===== src/hdl/sbc_pkg.sv =====
// sphere/box contact: shared widths, constants, payload types and helpers
// used by every module of the sphere_box_contact_unit block
`default_nettype none
package sbc_pkg;

    localparam int COORD_W   = 32;
    localparam int FRAC_BITS = 16;
    localparam int RAD_W     = 31;
    localparam int MAG_W     = 31;
    localparam int DMAG_W    = 32;
    localparam int SQ_W      = 62;
    localparam int SUM_W     = 64;
    localparam int ROOT_W    = 31;
    localparam int REM_W     = ROOT_W + 3;
    localparam int NORM_W    = 16;
    localparam int NORM_FRAC = 14;
    localparam int Q_W       = 15;
    localparam int NUM_W     = MAG_W + NORM_FRAC + 1;
    localparam int DEPTH_W   = 32;
    localparam int AXES      = 3;
    localparam int FACES     = 6;
    localparam int FIFO_DEPTH = 4;
    localparam int FIFO_AW    = $clog2(FIFO_DEPTH);

    localparam logic [SQ_W-1:0] EPS_SQ =
        SQ_W'(((64'd1 << (2 * FRAC_BITS)) + 64'd500000) / 64'd1000000);
    localparam logic [Q_W-1:0] NORM_ONE_MAG = Q_W'(1 << NORM_FRAC);
    localparam logic signed [NORM_W-1:0] NORM_POS = NORM_W'(1 << NORM_FRAC);
    localparam logic signed [NORM_W-1:0] NORM_NEG = -NORM_POS;
    localparam logic [DEPTH_W-1:0] DEPTH_MAX = '1;

    typedef logic [2:0] face_t;

    typedef struct packed {
        logic [AXES-1:0][COORD_W-1:0] center;
        logic [AXES-1:0][COORD_W-1:0] box_lo;
        logic [AXES-1:0][COORD_W-1:0] box_hi;
        logic [RAD_W-1:0]             radius;
    } query_t;

    typedef struct packed {
        logic                       contact;
        logic                       embedded;
        logic [AXES-1:0]            neg;
        logic [AXES-1:0][MAG_W-1:0] mag;
        logic [RAD_W-1:0]           radius;
        logic [SQ_W-1:0]            dsq;
        face_t                      face;
        logic [DMAG_W-1:0]          face_dist;
    } job_t;

    typedef struct packed {
        logic empty;
        logic full;
    } fifo_status_t;

    function automatic logic [DMAG_W-1:0] mag33(input logic [DMAG_W:0] v);
        logic [DMAG_W:0] n;
        begin
            n = -v;
            return v[DMAG_W] ? n[DMAG_W-1:0] : v[DMAG_W-1:0];
        end
    endfunction

endpackage
`default_nettype wire


===== src/hdl/sbc_fifo.sv =====
// sphere/box contact job queue between front and back
// small register file fifo; depends on sbc_pkg
`default_nettype none
module sbc_fifo (
    input  wire logic          clk,
    input  wire logic          rst_n,
    input  wire logic          push,
    input  wire sbc_pkg::job_t push_job,
    input  wire logic          pop,
    output sbc_pkg::job_t      head,
    output sbc_pkg::fifo_status_t status
);
    import sbc_pkg::*;

    job_t mem [FIFO_DEPTH];
    logic [FIFO_AW-1:0] wr_ptr_reg, rd_ptr_reg;
    logic [FIFO_AW:0] count_reg;
    logic do_push, do_pop;

    assign status.empty = count_reg == '0;
    assign status.full  = count_reg == (FIFO_AW+1)'(FIFO_DEPTH);
    assign do_push = push && !status.full;
    assign do_pop  = pop && !status.empty;
    assign head    = mem[rd_ptr_reg];

    always_ff @(posedge clk or negedge rst_n)
    begin
        if (!rst_n)
        begin
            wr_ptr_reg <= '0;
            rd_ptr_reg <= '0;
            count_reg  <= '0;
        end
        else
        begin
            if (do_push)
                wr_ptr_reg <= wr_ptr_reg + 1'b1;
            if (do_pop)
                rd_ptr_reg <= rd_ptr_reg + 1'b1;
            if (do_push && !do_pop)
                count_reg <= count_reg + 1'b1;
            else if (do_pop && !do_push)
                count_reg <= count_reg - 1'b1;
        end
    end

    always_ff @(posedge clk)
    begin
        if (do_push)
            mem[wr_ptr_reg] <= push_job;
    end

endmodule
`default_nettype wire


===== config.mk =====
export PLATFORM = sky130hd
export DESIGN_NAME = sbc_fifo
export DESIGN_NICKNAME = d
export VERILOG_FILES = /design/src/hdl/sbc_pkg.sv /design/src/hdl/sbc_fifo.sv
export SDC_FILE = /design/constraint.sdc
export NUM_CORES = 1
export LEC_CHECK = 0
export ABC_AREA = 1
export BUFFER_PORTS_ARGS = -buffer_cell sky130_fd_sc_hd__buf_2
export CAP_MARGIN = 10
export CELL_PAD_IN_SITES_DETAIL_PLACEMENT = 1
export CELL_PAD_IN_SITES_GLOBAL_PLACEMENT = 1
export CORE_ASPECT_RATIO = 2
export CORE_MARGIN = 4
export CORE_UTILIZATION = 49
export CTS_BUF_LIST = sky130_fd_sc_hd__clkbuf_8
export DETAILED_ROUTE_END_ITERATION = 12
export PLACE_DENSITY = 0.81
export SKIP_LAST_GASP = 1
export SLEW_MARGIN = 20
export SYNTH_ARGS = -nofsm -noshare
export SYNTH_HDL_FRONTEND = slang
export SYNTH_SLANG_ARGS = --single-unit

===== constraint.sdc =====
create_clock -name clk -period 14.91 [get_ports clk]
set_input_delay 0.7455 -clock clk [delete_from_list [all_inputs] [get_ports clk]]
set_output_delay 0.7455 -clock clk [all_outputs]
set_load 0.01 [all_outputs]

==> impl_metrics.yaml <==
place:
  port_buffers: 457
  place_congestion: 0.768
  dp_hpwl_microns: 59300
global_routing:
  grt_busiest_layer: "met2"
  overflow: 0
  use_met3_pct: 8.46
  use_met1_pct: 24.9
  grt_pass1_vias: 25100
  grt_max_degree: 270
  use_met2_pct: 41.8
  grt_antenna_before_repair: 46
  grt_usage_pct: 23.5
  grt_pass1_wl_microns: 140000
sta:
  fin_hold_ws_ns: 0.143
  max_clock_freq_ghz: 0.187
  finalHoldViolations: 0
  skew_ns: 0.0261
  setup_viol: 0
  setup_tns_ns: 0
  finalCritPeriodShare_pct: 35.8
  max_slew_margin_pct: 15.8
  layout_min_cycle_time_ns: 5.34
  worst_pin_slew_ns: 1.26
  slew_viol_final: 0
  rsz0062_at_grt: "false"
yosys:
  synthArstFlopShare_pct: 0.768
  yosys_warnings: 0
  synthCells: 2698
  syn-num-nets: 2934
  synth_top_area_share_pct: 75.5
  synth.cell_area_sq_um: 36000
  synth_edf_count: 904
  syn_area_per_cell_sq_um: 13.3
  synth_cell_types: 17
  seq_area_frac_synth_pct: 76.0
  ys_ff_latch: 911
  synth_top_flop_cell: "edfxtp_1"
  yosys-top-cells-area: "edfxtp_1, o211ai_1, nand2_1"
  yosys.area.top_type: "edfxtp_1"
cts:
  clock_latency_ns: 0.82
  h-tree-depth: 3
  clk_path_buf_depth: 3
  clkSinkCount: 911
  clk_pin_slew_worst_paths_ns: 0.06
  cts_made_buffers: 119
  clockRootBuffer: "clkbuf_8"
  cts_tree: "yes"
critical_path:
  cp_cell_sequence: "clkinv_8, buf_4, buf_12, buf_16, nand2_1, o211ai_1, nand2_1, buf_2"
  worstPathRequired_ns: 14.16
  crit_arrival_ns: 4.60
  slowest_delay_ns: 0.92
  critPathTopFamily: "buffers and inverters"
  cp_slowest_cell: "buf_4"
  start_kind: "flop"
  cp_max_fo: 221
  critPathCaptureType: "output port"
  critPathKind: "reg -> out"
  crit_buf_inv: 5
  cp_common_cell: "nand2_1"
final_layout:
  final_nets: 3387
  fin_util_pct: 56.8
  largest_reg_flops: 904
  drive_gt1_share_pct: 20.0
  areaGrowthSynthToFinish_pct: 15.1
floorplanning:
  die_area_sq_um: 78000
  start_util_pct: 49.3
  die_h_microns: 391
  pin_count: 458
  dieWidth_microns: 200
  row_count: 140
  coreArea_sq_um: 72900
pwr:
  powerDensity_nw_per_um2: 196
  power_leakage_nw: 16.6
  p_total_mw: 8.13
  peakVddDrop_v: 0.000127
routing:
  drc: 0
  drt_iter0_drc: 1162
  wire_per_inst_microns: 22.0
  avgViaCountPerCell: 5.32
  dr.pass1.iters: 5
  vias: 22400
  wirelength_microns: 92500
  ant_nets: 0
status:
  status: "finished, final reports clean"
worst_hold_path:
  hp-class: "in -> reg"
run:
  max_cap_viol_count: 0
-- Yosys cell counts, types with 4 or more instances --
cell / n
edfxtp_1: 904
nand2_1: 696
inv_1: 468
o211ai_1: 452
buf_2: 90
clkbuf_1: 48
buf_1: 7
dfrtp_1: 7
nand3_1: 7
buf_6: 5
ha_1: 5
nor2_1: 4
-- layout by cell type (no fill, tap or decap), types with 2 or more instances in the layout --
master,n
inv_1,491
o211ai_1,452
buf_2,457
edfxtp_1,904
clkinv_1,36
bufinv_16,6
inv_8,3
clkinv_2,24
dfrtp_1,6
clkinv_8,2
nor2_4,4
nand3_1,7
buf_16,3
nand2_1,696
buf_4,17
clkbuf_8,119
ha_1,5
clkinvlp_4,7
diode_2,30
buf_12,3
-- per-stage QoR --
stage / instances / setup slack [ns] / instance area [sq um]
finish: 4204 / 9.57 / 41400
global route: 4191 / 9.19 / 41300
CTS: 4172 / 9.31 / 41200
detailed placement: 3950 / 10.24 / 39000
global placement: 3949 / 10.46 / 38900
floorplan: 2698 / 3.84 / 36000
-- power breakdown --
group	internal, mW	switching (mW)
clock	0.859	0.919
combinational	0.838	1.99
sequential	3.37	0.152
-- cell type report --
class / count / area (sq um)
antenna: 30 / 75.1
tap: 923 / 1150
fill: 7369 / 31500
clock inverter: 102 / 642
inverter: 469 / 1780
multi-input combinational: 1168 / 6190
sequential: 911 / 27300
timing repair buffer: 482 / 2580
clock buffer: 119 / 1640
-- cell families after synthesis --
logic type	after synthesis	share of synthesized area (%)
simple gates	708	7.42
buf+inv	619	6.88
xor+xnor	1	0.0244
compound gates	453	9.45
flops	911	76.0
fa+ha+maj	6	0.230
-- per-layer routing --
layer  part of all wire [%]  vias to the layer above
met3                    8.2                      220
met5                   0.23                        -
li1                       -                    10400
met2                     52                      676
met1                     35                    11000
met4                    3.8                       30
-- worst paths after layout --
check,startpoint,endpoint,slack [ns],cells past startpoint
max,rd_ptr_reg[0]$_DFFE_PN0P_,head[107],9.57,8
min,push_job[63],mem[2][63]$_DFFE_PP_,0.14,1
max reg2reg,rd_ptr_reg[1]$_DFFE_PN0P_,rd_ptr_reg[1]$_DFFE_PN0P_,11.45,7
min reg2reg,count_reg[2]$_DFFE_PN0P_,count_reg[2]$_DFFE_PN0P_,0.55,2
max in group asynchronous,rst_n,rd_ptr_reg[1]$_DFFE_PN0P_,14.33,2
min in group asynchronous,rst_n,wr_ptr_reg[0]$_DFFE_PN0P_,0.39,2
-- worst register-to-register path, stage by stage, from the launching register on --
cell and delay [ns]:
dfrtp_4 0.75, inv_8 0.70, buf_4 0.73, buf_4 0.78, nand2_1 0.20, nand2_1 0.09, nand3_1 0.06, nand2_1 0.07
-- timing repair --
action,CTS,global route
hold endpoints to repair,7,0
gates resized for setup,0,0
buffers inserted,0,0
hold buffers,1,0
(Power assumes the default switching activity.)
